===== src/rtl/ascending_integer_sorter_macros.svh =====
// ---------------------------------------------------------------------------
// Assertion macros for the ascending integer sorter
// Shared property wrappers, clocked on clk and disabled while rst_n is low.
// ---------------------------------------------------------------------------
`ifndef ASCENDING_INTEGER_SORTER_MACROS_SVH
`define ASCENDING_INTEGER_SORTER_MACROS_SVH

// Same-cycle implication
`define AIS_ASSERT_NOW(label, ante, cons) \
  label: assert property (@(posedge clk) disable iff (!rst_n) (ante) |-> (cons)) \
    else $error("ais check failed (same cycle)");

// Next-cycle implication
`define AIS_ASSERT_NEXT(label, ante, cons) \
  label: assert property (@(posedge clk) disable iff (!rst_n) (ante) |=> (cons)) \
    else $error("ais check failed (next cycle)");

`endif


===== src/rtl/ais_pkg.sv =====
// ---------------------------------------------------------------------------
// ais_pkg
// Constants and types shared by the ascending integer sorter.
// ---------------------------------------------------------------------------
package ais_pkg;

  localparam int MAX_ITEMS = 64;
  localparam int CNT_W     = $clog2(MAX_ITEMS + 1);
  localparam int VAL_W     = 32;

  typedef logic signed [VAL_W-1:0] val_t;
  typedef logic [CNT_W-1:0]        cnt_t;

  // Controller states
  typedef enum logic {
    ST_COLLECT,
    ST_DRAIN
  } state_t;

  // Command broadcast to every cell
  typedef struct packed {
    logic insert;
    logic shift;
  } cell_ctrl_t;

  // What a cell shows its neighbors
  typedef struct packed {
    val_t value;
    logic valid;
    logic lt;
  } cell_link_t;

endpackage


===== src/rtl/ais_cell.sv =====
// ---------------------------------------------------------------------------
// ais_cell
// One slot of the sorted chain: holds a value, inserts or shifts left.
// ---------------------------------------------------------------------------
module ais_cell import ais_pkg::*; (
  input  logic       clk,
  input  logic       rst_n,
  input  cell_ctrl_t ctrl,
  input  val_t       x,
  input  cell_link_t left,
  input  cell_link_t right,
  output cell_link_t self
);

  val_t value_r, value_nxt;
  logic valid_r, valid_nxt;
  logic lt;

  // An empty slot counts as larger than any value
  assign lt = !valid_r || (x < value_r);

  assign self.value = value_r;
  assign self.valid = valid_r;
  assign self.lt    = lt;

  // Choose next contents: take the left neighbor, the new value, or the right
  always_comb begin
    value_nxt = value_r;
    valid_nxt = valid_r;
    if (ctrl.insert) begin
      if (lt) begin
        if (left.lt) begin
          value_nxt = left.value;
          valid_nxt = left.valid;
        end else begin
          value_nxt = x;
          valid_nxt = 1'b1;
        end
      end
    end else if (ctrl.shift) begin
      value_nxt = right.value;
      valid_nxt = right.valid;
    end
  end

  always_ff @(posedge clk) begin
    value_r <= value_nxt;
  end

  always_ff @(posedge clk) begin
    if (!rst_n) begin
      valid_r <= 1'b0;
    end else begin
      valid_r <= valid_nxt;
    end
  end

endmodule


===== config.mk =====
export PLATFORM = sky130hd
export DESIGN_NAME = ais_cell
export DESIGN_NICKNAME = d
export VERILOG_FILES = /design/src/rtl/ascending_integer_sorter_macros.svh /design/src/rtl/ais_pkg.sv /design/src/rtl/ais_cell.sv
export SDC_FILE = /design/constraint.sdc
export NUM_CORES = 1
export LEC_CHECK = 0
export BUFFER_PORTS_ARGS = -buffer_cell sky130_fd_sc_hd__buf_2
export CAP_MARGIN = 0
export CORE_ASPECT_RATIO = 1.25
export CORE_MARGIN = 4
export CORE_UTILIZATION = 35
export CTS_CLUSTER_DIAMETER = 30
export CTS_CLUSTER_SIZE = 25
export DETAILED_ROUTE_END_ITERATION = 6
export PLACE_DENSITY = 0.65
export SLEW_MARGIN = 30
export SYNTH_ARGS = -nofsm -noshare
export SYNTH_HDL_FRONTEND = slang
export SYNTH_SLANG_ARGS = --single-unit

===== constraint.sdc =====
create_clock -name clk -period 6.1 [get_ports clk]
set_input_delay 1.22 -clock clk [delete_from_list [all_inputs] [get_ports clk]]
set_output_delay 1.22 -clock clk [all_outputs]
set_load 0.02 [all_outputs]

==> results.cfg, run 1 <==
[run_status]
status = finished, final reports clean

[power]
vdd_drop_max_v = 0.000101
clockPowerShare = 0.221
p_sw_frac = 0.331
p_sw_w = 0.000228
pwr-share-comb = 0.349
seq_power_share = 0.430
p_total_w = 0.000689
p_leak_nw = 1.78
power.density_nw_per_um2 = 202
power.internal_w = 0.000461

[worst_setup_path]
critPathMaxStageDelay_ns = 0.53
cp_num_buf_inv = 2
end_kind = output pin
path_max_fanout = 8
path_class = in2out
cp_top_family = simple AND/OR/NAND/NOR gates
cp_common_cell = buf_2
cp.arrival_ns = 3.32
cp_slowest_cell = or4_1
crit_chain = buf_2 -> ha_1 -> nand4_1 -> or4_1 -> a21oi_1 -> o41a_1 -> nor3_1 -> o21ai_0 -> buf_2
required_ns = 4.88
start_kind = input pin

[synthesis]
syn-cell-area_sq_um = 2570
synth-seq-area-share = 0.382
ys_types = 36
ys.flop_type = edfxtp_1
ys_warn_count = 0
synth_seq_cells = 33
synth_cells = 269
synth_edf_count = 32
synthArstFlopShare = 0
syn-num-nets = 404
syn_area_per_cell_sq_um = 9.56

[grt]
grt_max_degree = 71
grt_pass1_vias = 2384
grt.overflow.total = 0
grt_pass1_wl_um = 10800
antenna_found_initial = 0
grtUsageTotal = 0.150

[timing]
fin_tns_setup_ns = 0
worstMarginPinSlew_ns = 0.658
max-slew-margin-rel = 0.561
max_freq_mhz = 220
setup_viol = 0
finalHoldViolations = 0
timing.final.crit_share = 0.744
rsz0062_at_grt = false
clock_skew_ns = 0.00427
maxSlewViolCount = 0
finalCriticalPeriod_ns = 4.54

[route]
drt-vias-per-instance = 4.85
drc_errors = 0
vias = 2382
routed_wirelength_um = 6650
first_iter_violations = 65
firstDrtPassIters = 4
routedWlPerCell_um = 13.5
drtAntennaViolNets = 0

[die]
die-width_um = 84.7
start_util = 0.364
core-area_sq_um = 7060
io_pins = 138
rows = 34
dieArea_sq_um = 8790
die_h_um = 104

[clock_tree]
cts_sinks = 33
post_cts_buffers = 0
hold_buffers = 0
htree_num_levels = 2
numCtsBuffers = 5
cts-root-buf = clkbuf_8
clkLatencyLatePin_ns = 0.28
cts.repair.resized = 0
cts.path.max_buffers = 2
clk_pin_slew_ns = 0.06
cts_tree = done

[run]
drv_cap = 0

[finish]
multiInputGateArea_sq_um = 1420
diodes = 0
seqCellArea_sq_um = 981
drive_gt1_frac = 0.374
stdcell_count = 491
layout_commonest_cell = buf_2
final_nets = 536
n_fill_cell = 725
most-common-layout-cells = 135 x buf_2, 42 x a21oi_1, 34 x nor2_1
area_growth_pct = 32.7

[place]
place_inst = 484
numPortBuffers = 136
place.gp.congestion = 0.821
dp.final_hpwl_um = 5400

[worst_hold_path]
hold_class = reg2reg
[cell usage after synthesis (3+ instances only)]
library cell	number	area, sq um
a21oi_1	42	210
nor2_1	34	128
edfxtp_1	32	961
inv_1	32	120
mux2i_1	32	320
ha_1	31	388
clkbuf_1	9	33.8
nand2_1	7	26.3
nand4_1	7	43.8
a21o_1	6	45.0
o21ai_0	6	30.0
buf_1	3	11.3
nor3_1	3	15.0
[flip-flops by register name, summed over array words and instances, names as in the netlist]
register and flops:
value_r 32, valid_r 1
[metrics by stage]
stage               setup slack (ns)  hold WS, ns  instance area (sq um)   util
CTS                             1.51        0.595                   3410  0.483
global route                    1.27        0.648                   3410  0.483
floorplan                      0.730        0.525                   2570      -
finish                          1.56        0.585                   3410  0.483
detailed placement              1.51        0.589                   3330  0.472
global placement                1.57        0.565                   3330  0.472
[layout make-up]
class | count | share of cell area
well taps | 90 | 0.0330
flip-flops and latches | 33 | 0.288
repair buffers | 139 | 0.207
clock buffers | 6 | 0.0213
inverters | 32 | 0.0352
multi-input cells | 190 | 0.415
clock inverters | 1 | 0.00110
[cells by family (layout without fill, tap and decap cells)]
kind of cell,after synthesis,count (layout),synth area share
AND/OR/NAND/NOR,60,60,0.109
flip-flops,33,33,0.382
AO/OA/AOI/OAI,66,66,0.160
buffers and inverters,46,178,0.0701
adder cells (fa/ha/maj),31,31,0.151
multiplexers,33,33,0.129
[path summary, 6_finish.rpt]
check	slack, ns	cells after the start	start	to
hold / removal	0.58	2	valid_r	valid_r
hold reg to reg	0.58	2	valid_r	valid_r
setup / recovery	1.56	9	x[31]	self[0]
setup reg to reg	3.11	9	value_r[31]	value_r[13]
[routing by layer]
metal,vias up,GRT usage,wire [um]
met5,-,0,0
met4,0,0.0373,69
met3,7,0.0389,549
met2,91,0.267,3240
met1,1045,0.176,2790
li1,1239,-,-
[power by group through the flow]
stage	combinational, W	clock (W)	sequential (W)
floorplan	0.000120	0	0.000334
global route	0.000271	0.000168	0.000299
global placement	0.000240	0	0.000300
finish	0.000240	0.000152	0.000296
CTS	0.000246	0.000161	0.000297
detailed placement	0.000244	0	0.000302
[worst min-delay path: cells and delay by family (launching register included)]
family | cells | cell delay (ns)
AOI/OAI and AO/OA | 1 | 0.07
DFF | 1 | 0.36
and+or+nand+nor | 1 | 0.11
Note: power is estimated with default switching activity, not from simulation.
==> run 2, diff against run 1 <==
--- a/config.mk
+++ b/config.mk
@@ -13,7 +13,7 @@
 export CTS_CLUSTER_DIAMETER = 30
 export CTS_CLUSTER_SIZE = 25
 export DETAILED_ROUTE_END_ITERATION = 6
-export PLACE_DENSITY = 0.65
+export PLACE_DENSITY = 0.68
 export SLEW_MARGIN = 30
 export SYNTH_ARGS = -nofsm -noshare
 export SYNTH_HDL_FRONTEND = slang
==> constraint.sdc (replaced) <==
create_clock -name clk -period 4.1 [get_ports clk]
set_input_delay 0.82 -clock clk [delete_from_list [all_inputs] [get_ports clk]]
set_output_delay 0.82 -clock clk [all_outputs]
set_load 0.02 [all_outputs]
==> run 2 against run 1 <==
Net effect:
- sequential share of layout area decreased by 0.41 points
- critical path depth unchanged
- register-to-register slack got worse by 1.9 ns
- sequential power increased by 49%
- non-clock buffer count unchanged
- combinational power increased by 51%
- clock-buffer cell count unchanged
- worst hold slack improved by 0.0037 ns
- design area increased by 1.4%
==> results.cfg, run 2 (synthesis gave the netlist of run 1 again) <==
[run_status]
status = finished, final reports clean

[route]
firstDrtPassIters = 4
routed_wirelength_um = 6710
vias = 2415
drc_errors = 0
first_iter_violations = 69
routedWlPerCell_um = 13.6
drtAntennaViolNets = 0
drt-vias-per-instance = 4.91

[timing]
max_freq_mhz = 273
maxSlewViolCount = 0
max-slew-margin-rel = 0.618
clock_skew_ns = 0.00553
finalCriticalPeriod_ns = 3.66
setup_viol = 0
finalHoldViolations = 0
rsz0062_at_grt = false
timing.final.crit_share = 0.893
worstMarginPinSlew_ns = 0.572
fin_tns_setup_ns = 0

[clock_tree]
clk_pin_slew_ns = 0.07
cts_sinks = 33
cts.repair.resized = 0
cts.path.max_buffers = 2
cts_tree = done
htree_num_levels = 2
numCtsBuffers = 5
clkLatencyLatePin_ns = 0.28
hold_buffers = 0
post_cts_buffers = 0
cts-root-buf = clkbuf_8

[grt]
grtUsageTotal = 0.150
grt_pass1_vias = 2386
grt_pass1_wl_um = 10700
grt.overflow.total = 0
grt_max_degree = 37
antenna_found_initial = 0

[finish]
most-common-layout-cells = 135 x buf_2, 42 x a21oi_1, 34 x nor2_1
design_area_sq_um = 3460
multiInputGateArea_sq_um = 1420
diodes = 0
seqCellArea_sq_um = 981
biggestRegsByFlops = value_r: 32 flops, valid_r: 1 flops
largest_reg_flops = 32
largest_register = value_r
drive_gt1_frac = 0.376
n_fill_cell = 715
layout_commonest_cell = buf_2
final_nets = 536
area_growth_pct = 34.5

[place]
dpl_cell_area_sq_um = 3350
dp.final_hpwl_um = 5560
numPortBuffers = 136
place.gp.congestion = 0.730

[die]
io_pins = 138
rows = 34
core-area_sq_um = 7060
dieArea_sq_um = 8790
start_util = 0.364
die_h_um = 104
die-width_um = 84.7

[worst_setup_path]
path_max_fanout = 4
cp.arrival_ns = 2.84
cp_top_family = simple AND/OR/NAND/NOR gates
cp_common_cell = buf_2
critPathMaxStageDelay_ns = 0.55
end_kind = output pin
crit_chain = buf_2 -> ha_1 -> nand4_1 -> or4_1 -> a21oi_1 -> o41a_1 -> nor3_1 -> o21ai_0 -> buf_2
cp_slowest_cell = or4_1
cp_num_buf_inv = 2
path_class = in2out
start_kind = input pin
required_ns = 3.28

[power]
p_leak_nw = 1.80
vdd_drop_max_v = 0.000140
power.density_nw_per_um2 = 318

[worst_hold_path]
hold_class = reg2reg

[run]
drv_cap = 0
[run 2: cell types whose count changed in the layout (fill, tap and decap cells not counted), sizes merged]
cell | previous run | this run
bufinv | 0 | 1
[run 2: power by group]
group / switching, W / leakage, nW / internal (W)
clock: 0.000118 / 0.0528 / 0.000179
combinational: 0.000208 / 1.42 / 0.000154
sequential: 0.0000190 / 0.325 / 0.000421
total: 0.000345 / 1.80 / 0.000754
[run 2: final timing paths]
kind | startpoint | to | slack [ns] | cells past startpoint
worst min-delay path | valid_r | valid_r | 0.59 | 2
worst max-delay path | x[27] | self[0] | 0.44 | 9
worst max register to register | value_r[29] | value_r[23] | 1.19 | 9
worst min register to register | valid_r | valid_r | 0.59 | 2
[run 2: stage by stage]
stage,power [W],setup slack [ns],hold WS (ns),cells,util
CTS,0.00112,0.381,0.597,492,0.490
finish,0.00110,0.440,0.588,492,0.490
global route,0.00118,0.289,0.638,492,0.490
detailed placement,0.000815,0.383,0.586,484,0.474
global placement,0.000806,0.415,0.571,484,0.474
floorplan,0.000675,0.113,0.525,269,-
[run 2: final cells by class]
cell class,count,area share
multi-input combinational,190,0.411
tap,90,0.0325
clock buffer,6,0.0210
timing repair buffer,139,0.208
inverter,32,0.0347
clock inverter,2,0.00976
sequential,33,0.284
[run 2: layer usage]
metal / global-route usage / up-vias / part of all wire
met5: 0 / - / 0
met4: 0.0441 / 0 / 0.012
met3: 0.0389 / 5 / 0.079
met2: 0.282 / 84 / 0.52
met1: 0.162 / 1084 / 0.39
li1: - / 1242 / -
[run 2: tightest hold or removal path: stages, from the launching register on]
cell      delay [ns]
dfxtp_1         0.37
nand4_1         0.11
o211ai_2        0.07
