`config.mk`:
```
export PLATFORM = sky130hd
export DESIGN_NAME = ais_ctrl
export DESIGN_NICKNAME = d
export VERILOG_FILES = /design/src/rtl/ais_pkg.sv /design/src/rtl/ais_ctrl.sv
export VERILOG_INCLUDE_DIRS = /design/src /design/src/rtl
export SDC_FILE = /design/constraint.sdc
export NUM_CORES = 1
export LEC_CHECK = 0
export BUFFER_PORTS_ARGS = -buffer_cell sky130_fd_sc_hd__buf_4
export CAP_MARGIN = 20
export CORE_ASPECT_RATIO = 1.1
export CORE_MARGIN = 5
export CORE_UTILIZATION = 35
export CTS_CLUSTER_DIAMETER = 120
export DETAILED_ROUTE_END_ITERATION = 8
export GPL_TIMING_DRIVEN = 0
export SLEW_MARGIN = 20
export SYNTH_ARGS = -nofsm -noshare
export SYNTH_HDL_FRONTEND = slang
export SYNTH_SLANG_ARGS = --single-unit
```
`constraint.sdc`:
```
create_clock -name clk -period 3.1 [get_ports clk]
set_input_delay 0.62 -clock clk [delete_from_list [all_inputs] [get_ports clk]]
set_output_delay 0.62 -clock clk [all_outputs]
set_load 0.02 [all_outputs]
```
`src/rtl/ascending_integer_sorter_macros.svh`:
```
// ---------------------------------------------------------------------------
// Assertion macros for the ascending integer sorter
// Shared property wrappers, clocked on clk and disabled while rst_n is low.
// ---------------------------------------------------------------------------
`ifndef ASCENDING_INTEGER_SORTER_MACROS_SVH
`define ASCENDING_INTEGER_SORTER_MACROS_SVH

// Same-cycle implication
`define AIS_ASSERT_NOW(label, ante, cons) \
  label: assert property (@(posedge clk) disable iff (!rst_n) (ante) |-> (cons)) \
    else $error("ais check failed (same cycle)");

// Next-cycle implication
`define AIS_ASSERT_NEXT(label, ante, cons) \
  label: assert property (@(posedge clk) disable iff (!rst_n) (ante) |=> (cons)) \
    else $error("ais check failed (next cycle)");

`endif

```
`src/rtl/ais_pkg.sv`:
```
// ---------------------------------------------------------------------------
// ais_pkg
// Constants and types shared by the ascending integer sorter.
// ---------------------------------------------------------------------------
package ais_pkg;

  localparam int MAX_ITEMS = 64;
  localparam int CNT_W     = $clog2(MAX_ITEMS + 1);
  localparam int VAL_W     = 32;

  typedef logic signed [VAL_W-1:0] val_t;
  typedef logic [CNT_W-1:0]        cnt_t;

  // Controller states
  typedef enum logic {
    ST_COLLECT,
    ST_DRAIN
  } state_t;

  // Command broadcast to every cell
  typedef struct packed {
    logic insert;
    logic shift;
  } cell_ctrl_t;

  // What a cell shows its neighbors
  typedef struct packed {
    val_t value;
    logic valid;
    logic lt;
  } cell_link_t;

endpackage

```
`src/rtl/ais_ctrl.sv`:
```
// ---------------------------------------------------------------------------
// ais_ctrl
// Collect/drain sequencer with fill count and overflow flag.
// ---------------------------------------------------------------------------
`include "ascending_integer_sorter_macros.svh"

module ais_ctrl import ais_pkg::*; (
  input  logic       clk,
  input  logic       rst_n,
  input  logic       in_valid,
  input  logic       in_last,
  output logic       in_ready,
  output logic       out_valid,
  input  logic       out_ready,
  output logic       last_out,
  output logic       overflowed,
  output cell_ctrl_t ctrl
);

  state_t state_r, state_nxt;
  cnt_t   count_r, count_nxt;
  logic   flag_r, flag_nxt;
  logic   full;
  logic   in_acc;
  logic   out_acc;

  assign full    = (count_r == CNT_W'(MAX_ITEMS));
  assign in_acc  = in_valid && in_ready;
  assign out_acc = out_valid && out_ready;

  // Next state
  always_comb begin
    state_nxt = state_r;
    unique case (state_r)
      ST_COLLECT: begin
        if (in_acc && in_last) state_nxt = ST_DRAIN;
      end
      ST_DRAIN: begin
        if (out_acc && last_out) state_nxt = ST_COLLECT;
      end
      default: state_nxt = ST_COLLECT;
    endcase
  end

  // Outputs
  always_comb begin
    in_ready    = 1'b0;
    out_valid   = 1'b0;
    unique case (state_r)
      ST_COLLECT: in_ready  = 1'b1;
      ST_DRAIN:   out_valid = 1'b1;
      default: begin
        in_ready  = 1'b0;
        out_valid = 1'b0;
      end
    endcase
  end

  assign last_out    = (count_r == CNT_W'(1));
  assign overflowed  = flag_r;
  assign ctrl.insert = in_acc && !full;
  assign ctrl.shift  = out_acc;

  // Count stored values and remember drops
  always_comb begin
    count_nxt = count_r;
    flag_nxt  = flag_r;
    if (ctrl.insert) count_nxt = count_r + CNT_W'(1);
    if (out_acc)     count_nxt = count_r - CNT_W'(1);
    if (in_acc && full)        flag_nxt = 1'b1;
    if (out_acc && last_out)   flag_nxt = 1'b0;
  end

  always_ff @(posedge clk) begin
    if (!rst_n) begin
      state_r <= ST_COLLECT;
      count_r <= '0;
      flag_r  <= 1'b0;
    end else begin
      state_r <= state_nxt;
      count_r <= count_nxt;
      flag_r  <= flag_nxt;
    end
  end

  `AIS_ASSERT_NOW(a_drain_nonempty, state_r == ST_DRAIN, count_r != '0)
  `AIS_ASSERT_NEXT(a_drop_flags, in_acc && full, flag_r)
  `AIS_ASSERT_NEXT(a_run_ends_clean, out_acc && last_out,
                   state_r == ST_COLLECT && count_r == '0 && !flag_r)
  `AIS_ASSERT_NEXT(a_close_starts_drain, in_acc && in_last, out_valid)

endmodule

```
==> results of run 1 <==
==> tightest hold or removal path, stage by stage (launching register included) <==
cell and delay (ns):
dfxtp_1 0.33, nor2_1 0.05, nor2_1 0.07
==> synthesized netlist by cell type (2+ instances only) <==
cell type,n
a21oi_1,5
and3_1,2
inv_1,4
mux2i_1,4
nor3_1,2
dfxtp_1,9
nor2_1,5
a21boi_0,2
nand2b_1,5
and2_1,2
nand2_1,6
ha_1,4
a32oi_1,2
==> state kept, by name (all words and copies together) (netlist names) <==
name / count
count_r: 7
overflowed: 1
state_r: 1
==> power by group <==
part           leakage (nW)  switching, mW  internal, mW
Sequential           0.0734        0.00974         0.123
Clock                0.0150         0.0459        0.0499
Combinational         0.230         0.0380        0.0356
==> area by class of cell <==
| class | instances | area, µm² | share of cell area, % |
|---|---|---|---|
| clock buffers | 4 | 26.3 | 3.55 |
| repair buffers | 10 | 75.1 | 10.2 |
| plain buffers | 3 | 22.5 | 3.05 |
| inverters | 5 | 18.8 | 2.54 |
| multi-input cells | 55 | 394 | 53.3 |
| flip-flops and latches | 9 | 180 | 24.4 |
| well taps | 18 | 22.5 | 3.05 |
==> kinds of logic after synthesis <==
logic type      after synthesis  share of synthesized area [%]
buf+inv                       8                           6.71
flops                         9                           29.3
simple gates                 31                           29.1
xor+xnor                      1                           1.42
compound gates               15                           18.9
mux                           4                           6.50
fa+ha+maj                     4                           8.13
==> metal layers <==
layer	global-route usage, %	share of wire (%)	vias to the layer above
met2	20.7	47	11
met4	9.17	3.3	0
met3	2.22	4.5	5
met5	0	0	-
li1	-	-	283
met1	12.7	45	262
==> worst max path at each step <==
stage / endpoint / slack [ns] / cells past startpoint
finish: last_out / 0.74 / 4
detailed placement: last_out / 1.03 / 4
CTS: last_out / 0.72 / 4
floorplan: last_out / 0.95 / 3
global route: last_out / 0.67 / 4
global placement: last_out / 1.05 / 4
==> results.tsv, run 1 <==
stage	metric	value	unit
sta	tightest_slew	0.405	ns
hold_path	hp-start	overflowed$_SDFFE_PP0P_	
sta	fin_ws	0.739	ns
floorplanning	die_area	0.00270	mm²
yosys	synth_ff_type	dfxtp_1	
layout	areaGrowthSynthToFinish	20.1	%
floorplanning	fp.dieH	54.0	µm
yosys	async_flop_share	0	%
worst_setup_path	required	2.48	ns
yosys	synth_edf_count	0	
place	dp_hpwl	1.01	mm
sta	rsz0062_at_grt	false	
place	gp_congestion	0.740	
place	port_buffers	10	
clocking	cts_setup_buffers	0	
yosys	synth_fp_nets	81	
layout	post-route-cell-area	739	µm²
layout	final.fill_count	184	
clocking	htree_levels	1	
worst_setup_path	cp-end-kind	output pin	
sta	fin_crit_sh	76.2	%
place	dpl_cell_area	713	µm²
yosys	ys_seq_area_share	29.3	%
floorplanning	core	0.00172	mm²
yosys	ys_warn_count	0	
worst_setup_path	cp_top_family	simple AND/OR/NAND/NOR gates	
global_route	grt.overflow.total	0	
worst_setup_path	slowest_delay	0.51	ns
clocking	cts_resized	0	
clocking	cts-root-buf	clkbuf_4	
worst_setup_path	reg2regPathDepth	6	
drt	viasPerCell	5.39	
pwr	p_total	0.302	mW
sta	final_max_slew_viol_count	0	
global_route	first_global_vias	575	
hold_path	holdPathEnd	overflowed$_SDFFE_PP0P_	
yosys	ys_ff_latch	9	
clocking	cts.sinks	9	
place	preCtsSetupSlack	1.03	ns
sta	relSlewSlack	72.8	%
layout	stdcell_count	104	
drt	drt_iter0_markers	4	
sta	finalHoldViolCount	0	
worst_setup_path	cp_cell_sequence	buf_6 > or4_4 > nor3b_1 > buf_4	
yosys	netlist_area	616	µm²
sta	tns	0	ns
floorplanning	ios	11	
drt	wl	1.32	mm
layout	layout_commonest_cell	buf_4	
worst_setup_path	critPathLaunch	count_r[2]$_SDFFE_PN0P_	
worst_setup_path	path_buf_inv	2	
global_route	track_usage	11.9	%
clocking	tritoncts	yes	
drt	vias	561	
floorplanning	start_util	35.8	%
clocking	cts.clk_slew.worst_paths	0.07	ns
yosys	netlist.area_leader.share	29.3	%
sta	period_needed	2.36	ns
layout	drive_gt1_share	22.1	%
floorplanning	dieWidth	50.0	µm
layout	final_cell_mix	11 x buf_4, 9 x dfxtp_1, 6 x nand2_1	
yosys	synth.distinct_cells	33	
sta	timing.hold.ws	0.481	ns
worst_setup_path	ff2ff_setup_slack	1.30	ns
run_status	status	finished clean	
job	maxCapViolations	0	
layout	final_util	43.0	%
worst_setup_path	worstPathMaxFanout	9	
floorplanning	num_rows	16	
pwr	p_leak	0.318	nW
clocking	clockBufferDepth	2	
global_route	grt_start_max_net_pins	11	
layout	num-nets-final	96	
worst_setup_path	critPathLaunchType	flip-flop	
sta	setup_violations	0	
layout	antennaDiodeCount	0	
clocking	holdBufCountCts	0	
place	dp_cells	100	
hold_path	hold_path_depth	2	
hold_path	hold_path.class	flip-flop to flip-flop	
worst_setup_path	path_class	flip-flop to output pin	
drt	route.antenna.remaining_nets	0	
worst_setup_path	crit_arrival	1.74	ns
yosys	syn-instance-count	72	
drt	dr.pass1.iters	4	
yosys	yosys-top-cells-area	dfxtp_1 29%, ha_1 8.1%, mux2i_1 6.5%, nand2b_1 5.1%, a21oi_1 4.1%	
clocking	numCtsBuffers	3	
worst_setup_path	cp_slowest_cell	or4_4	
clocking	insertion_delay	0.27	ns
drt	drc	0	
yosys	avgSynthCellArea	8.55	µm²
global_route	antenna_found_initial	0	
pwr	max-vdd-ir-drop	0.234	mV
global_route	grt_pass1_wl	2.44	mm
worst_setup_path	r2r-start	count_r[2]$_SDFFE_PN0P_	
pwr	powerDensity	408	mW/mm²
yosys	synth_largest_area_cell	dfxtp_1	
sta	fin_skew	0.00433	ns
worst_setup_path	r2r-end	count_r[1]$_SDFFE_PN0P_	
drt	wl_per_cell	12.7	µm
sta	fmax	424	MHz
Power figures use the tool's default switching activity.
==> run 2, diff against run 1 <==
- clock period: 3.1 -> 1.9 ns (I/O delays scaled with it)
==> results.tsv, run 2 (synthesis gave the netlist of run 1 again) <==
stage	metric	value	unit	change
run_status	status	complete, but fails checks		was finished clean
run_status	violations	setup timing		
floorplanning	core	0.00172	mm²	unchanged
global_route	grt_start_max_net_pins	11		unchanged
layout	stdcell_count	108		was 104
worst_setup_path	cp-end-kind	output pin		unchanged
floorplanning	start_util	35.8	%	unchanged
sta	tightest_slew	0.430	ns	was 0.405 ns
clocking	cts.sinks	9		unchanged
drt	top_layer	met4		unchanged
clocking	insertion_delay	0.26	ns	was 0.27 ns
floorplanning	fp.dieH	54.0	µm	unchanged
sta	relSlewSlack	71.3	%	was 72.8%
layout	final_cell_mix	14 x buf_4, 7 x dfxtp_1		was 11 x buf_4, 9 x dfxtp_1, 6 x nand2_1
worst_setup_path	ff2ff_setup_slack	0.24	ns	was 1.30 ns
drt	drc	0		unchanged
global_route	grt_pass1_wl	2.54	mm	was 2.44 mm
sta	finalHoldViolCount	0		unchanged
drt	wl	1.46	mm	was 1.32 mm
place	port_buffers	10		unchanged
clocking	htree_levels	1		unchanged
drt	drt-met1-wl	659	µm	was 591 µm
sta	period_needed	1.92	ns	
drt	drt_iter0_markers	10		was 4
drt	wl_per_cell	13.5	µm	was 12.7 µm
hold_path	hold_path_depth	3		was 2
worst_setup_path	slowest_delay	0.56	ns	was 0.51 ns
global_route	track_usage	12.4	%	was 11.9%
drt	vias	567		was 561
clocking	tritoncts	yes		unchanged
hold_path	holdPathEnd	state_r$_SDFF_PN0_		was overflowed$_SDFFE_PP0P_
layout	multi_input_area	408	µm²	was 394 µm²
worst_setup_path	cp_top_family	simple AND/OR/NAND/NOR gates		unchanged
place	gp_congestion	0.777		was 0.740
drt	route.met2.wl	735	µm	was 628 µm
place	dp_cells	100		unchanged
pwr	powerDensity	647	mW/mm²	was 408 mW/mm²
layout	regMostFlops	count_r		unchanged
clocking	holdBufCountCts	0		unchanged
worst_setup_path	crit_arrival	1.54	ns	was 1.74 ns
sta	setup_violations	1		was 0
pwr	max-vdd-ir-drop	0.332	mV	was 0.234 mV
layout	num-nets-final	100		was 96
worst_setup_path	path_class	flip-flop to output pin		unchanged
floorplanning	num_rows	16		unchanged
worst_setup_path	cp_slowest_cell	or4_4		unchanged
sta	fin_skew	0.00747	ns	was 0.00433 ns
floorplanning	dieWidth	50.0	µm	unchanged
floorplanning	ios	11		unchanged
sta	rsz0062_at_grt	true		was false
drt	dr.pass1.iters	4		unchanged
hold_path	hp-start	in_last		was overflowed$_SDFFE_PP0P_
layout	largest_register_ffs	7		unchanged
worst_setup_path	required	1.52	ns	was 2.48 ns
worst_setup_path	r2r-end	count_r[5]$_SDFFE_PN0P_		was count_r[1]$_SDFFE_PN0P_
worst_setup_path	critPathLaunchType	flip-flop		unchanged
drt	met3_length	36	µm	was 60 µm
clocking	numCtsBuffers	3		unchanged
worst_setup_path	cp_cell_sequence	or4_4 > nor3b_4 > buf_6		was buf_6 > or4_4 > nor3b_1 > buf_4
clocking	cts.clk_slew.worst_paths	0.07	ns	about the same
hold_path	hold_path.class	primary input to flip-flop		was flip-flop to flip-flop
floorplanning	die_area	0.00270	mm²	unchanged
global_route	first_global_vias	574		was 575
clocking	clockBufferDepth	2		unchanged
global_route	grt.overflow.total	0		unchanged
sta	final_max_slew_viol_count	0		unchanged
worst_setup_path	worstPathMaxFanout	3		was 9
place	dpl_cell_area	718	µm²	was 713 µm²
pwr	p_leak	0.344	nW	was 0.318 nW
worst_setup_path	r2r-start	count_r[0]$_SDFFE_PN0P_		was count_r[2]$_SDFFE_PN0P_
layout	antennaDiodeCount	0		unchanged
drt	route.antenna.remaining_nets	0		unchanged
layout	drive_gt1_share	30.0	%	was 22.1%
place	dp_hpwl	1.03	mm	was 1.01 mm
worst_setup_path	path_buf_inv	1		was 2
layout	final.fill_count	178		was 184
drt	viasPerCell	5.25		was 5.39
global_route	antenna_found_initial	0		unchanged
clocking	cts-root-buf	clkbuf_4		unchanged
layout	layout_commonest_cell	buf_4		unchanged
layout	post-route-cell-area	792	µm²	was 739 µm²
sta	fmax	521	MHz	
sta	fin_crit_sh	101	%	
job	maxCapViolations	0		unchanged
layout	ff_latch_area	185	µm²	was 180 µm²
sta	fin_ws	-0.0205	ns	was 0.739 ns
pwr	p_total	0.513	mW	was 0.302 mW
worst_setup_path	reg2regPathDepth	7		was 6
layout	areaGrowthSynthToFinish	28.7	%	was 20.1%
-- run 2: cell types whose count changed in the layout (fill, tap and decap cells not counted) --
cell / delta
buf_4: +3
nand2_1: -1
nand2_2: +1
dfxtp_4: +1
dfxtp_1: -2
nor3b_1: -1
buf_6: +1
dfxtp_2: +1
nor3b_4: +1
-- run 2: where the power goes --
group / switching (mW) / total (mW) / internal [mW]
clock: 0.0711 / 0.152 / 0.0810
combinational: 0.0704 / 0.144 / 0.0740
sequential: 0.0167 / 0.216 / 0.199
-- run 2: how the worst max path moves through the flow --
stage	slack (ns)	end	cells past startpoint	from
2_1_floorplan	0.15	count_r[1]$_SDFFE_PN0P_	6	count_r[2]$_SDFFE_PN0P_
3_3_place_gp	0.12	ctrl[1]	5	count_r[2]$_SDFFE_PN0P_
3_5_place_dp	0.10	count_r[1]$_SDFFE_PN0P_	6	count_r[2]$_SDFFE_PN0P_
4_1_cts	-0.02	last_out	3	count_r[2]$_SDFFE_PN0P_
5_1_grt	-0.07	last_out	3	count_r[4]$_SDFFE_PN0P_
6_report	-0.02	last_out	3	count_r[2]$_SDFFE_PN0P_
-- run 2: worst register-to-register path, cell delays in order (launching register included) --
cell and delay, ns:
dfxtp_1 0.45, inv_1 0.12, ha_1 0.22, nand2_1 0.13, o21bai_4 0.09, buf_4 0.16
a22oi_1 0.22, mux2i_1 0.20
-- run 2: metrics by stage --
step	TNS, ns	worst slack [ns]	hold slack (ns)	utilization (%)
floorplan	0	0.152	0.464	-
global placement	0	0.117	0.466	41.7
detailed placement	0	0.102	0.478	41.7
CTS	-0.0161	-0.0161	0.356	44.8
global route	-0.115	-0.0721	0.381	46.0
finish	-0.0205	-0.0205	0.361	46.0
-- run 2: cell type report --
class	instances	share of cell area (%)
multi-input combinational	55	51.5
buffer	2	1.42
clock buffer	4	3.32
sequential	9	23.4
inverter	5	2.37
tap	18	2.84
timing repair buffer	15	15.2
-- run 2: per-layer routing --
layer,track usage (%),vias to the layer above
li1,-,289
met1,13.7,266
met2,22.0,10
met3,1.94,2
met4,7.86,0
met5,0,-
-- run 2: what timing repair did --
item,in CTS,in global routing
endpoints found under the setup margin,2,3
gates resized for setup,4,3
pin swaps,3,1
buffers inserted,4,1
==> run 3, diff against run 2 <==
- RECOVER_POWER: unset -> 100
==> results.tsv, run 3 (synthesis gave the netlist of run 1 again) <==
stage	metric	value	unit	change
worst_setup_path	worstPathMaxFanout	3		unchanged
floorplanning	fp.dieH	54.0	µm	unchanged
clocking	htree_levels	1		unchanged
drt	vias	572		was 567
sta	fin_skew	0.00728	ns	was 0.00747 ns
pwr	powerDensity	657	mW/mm²	was 647 mW/mm²
clocking	cts-root-buf	clkbuf_4		unchanged
layout	drive_gt1_share	23.3	%	was 30.0%
worst_setup_path	critPathLaunchType	flip-flop		unchanged
layout	final_cell_mix	9 x buf_4, 7 x clkbuf_1, 7 x dfxtp_1		was 14 x buf_4, 7 x dfxtp_1
sta	fin_crit_sh	101	%	about the same
floorplanning	ios	11		unchanged
floorplanning	dieWidth	50.0	µm	unchanged
sta	timing.hold.ws	0.357	ns	was 0.361 ns
place	port_buffers	10		unchanged
sta	relSlewSlack	71.4	%	was 71.3%
worst_setup_path	cp-end-kind	output pin		unchanged
worst_setup_path	ff2ff_setup_slack	0.20	ns	was 0.24 ns
global_route	grt_start_max_net_pins	11		unchanged
layout	stdcell_count	108		unchanged
job	maxCapViolations	0		unchanged
floorplanning	die_area	0.00270	mm²	unchanged
layout	num-nets-final	100		unchanged
place	dp_cells	100		unchanged
floorplanning	core	0.00172	mm²	unchanged
clocking	tritoncts	yes		unchanged
global_route	first_global_vias	574		unchanged
sta	setup_violations	1		unchanged
clocking	clockBufferDepth	2		unchanged
sta	fmax	521	MHz	about the same
worst_setup_path	required	1.52	ns	about the same
clocking	cts.sinks	9		unchanged
drt	drt_iter0_markers	9		was 10
run_status	violations	setup timing		unchanged
worst_setup_path	crit_arrival	1.54	ns	about the same
drt	wl	1.45	mm	was 1.46 mm
place	gp_congestion	0.777		unchanged
place	preCtsSetupSlack	0.102	ns	unchanged
pwr	max-vdd-ir-drop	0.334	mV	was 0.332 mV
clocking	cts.clk_slew.worst_paths	0.07	ns	about the same
clocking	holdBufCountCts	0		unchanged
global_route	antenna_found_initial	0		unchanged
sta	period_needed	1.92	ns	about the same
layout	regMostFlops	count_r		unchanged
sta	final_max_slew_viol_count	0		unchanged
worst_setup_path	reg2regPathDepth	5		was 7
floorplanning	start_util	35.8	%	unchanged
drt	dr.pass1.iters	4		unchanged
pwr	p_leak	0.324	nW	was 0.344 nW
drt	drc	0		unchanged
layout	layout_commonest_cell	buf_4		unchanged
clocking	numCtsBuffers	3		unchanged
sta	tightest_slew	0.429	ns	was 0.430 ns
layout	areaGrowthSynthToFinish	25.2	%	was 28.7%
layout	largest_register_ffs	7		unchanged
drt	wl_per_cell	13.4	µm	was 13.5 µm
run_status	status	complete, but fails checks		unchanged
clocking	insertion_delay	0.26	ns	about the same
sta	rsz0062_at_grt	true		unchanged
worst_setup_path	path_class	flip-flop to output pin		unchanged
drt	viasPerCell	5.30		was 5.25
sta	fin_ws	-0.0180	ns	was -0.0205 ns
floorplanning	num_rows	16		unchanged
hold_path	hold_path.class	primary input to flip-flop		unchanged
global_route	track_usage	12.4	%	unchanged
global_route	grt_pass1_wl	2.54	mm	unchanged
drt	route.antenna.remaining_nets	0		unchanged
global_route	grt.overflow.total	0		unchanged
layout	antennaDiodeCount	0		unchanged
hold_path	hold_path_depth	3		unchanged
pwr	p_total	0.507	mW	was 0.513 mW
place	dp_hpwl	1.03	mm	unchanged
sta	finalHoldViolCount	0		unchanged
[run 3: worst paths after layout]
path	startpoint	to
worst max-delay path	count_r[2]$_SDFFE_PN0P_	last_out
worst max register to register	count_r[2]$_SDFFE_PN0P_	count_r[5]$_SDFFE_PN0P_
worst min register to register	overflowed$_SDFFE_PP0P_	overflowed$_SDFFE_PP0P_
worst min-delay path	in_last	state_r$_SDFF_PN0_
[run 3: final cells by class]
type / instances / area (µm²)
fillers: 182 / 951
inverters: 5 / 18.8
well taps: 18 / 22.5
clock buffers: 4 / 26.3
plain buffers: 2 / 11.3
repair buffers: 15 / 101
flip-flops and latches: 9 / 185
multi-input cells: 55 / 405
[run 3: metal layers]
layer	track usage, %	up-vias	share of wire, %
li1	-	290	-
met1	13.7	270	45
met2	22.0	10	50
met3	1.94	2	2.5
met4	7.86	0	1.9
met5	0	-	0
[run 3: metrics by stage]
step,utilization (%),cell area (µm²),TNS (ns)
3_5_place_dp,41.7,718,0
6_report,44.8,771,-0.0180
3_3_place_gp,41.7,718,0
2_1_floorplan,-,621,0
5_1_grt,44.8,771,-0.116
4_1_cts,44.8,772,-0.0161
[run 3: report_power, final]
part	leakage, nW	internal, mW	switching (mW)
Sequential	0.0746	0.199	0.0165
Clock	0.0150	0.0810	0.0710
Combinational	0.234	0.0687	0.0700
[run 3: timing repair]
action | in CTS | in global routing
pin swaps | 3 | 1
gates resized for setup | 4 | 3
endpoints found under the setup margin | 2 | 3
buffers inserted | 4 | 1
hold endpoints to repair | 0 | 0
[run 3: worst max-delay path, stage by stage, from the launching register on]
cell and delay, ns:
dfxtp_4 0.34, or4_4 0.56, nor3b_4 0.24, buf_6 0.14
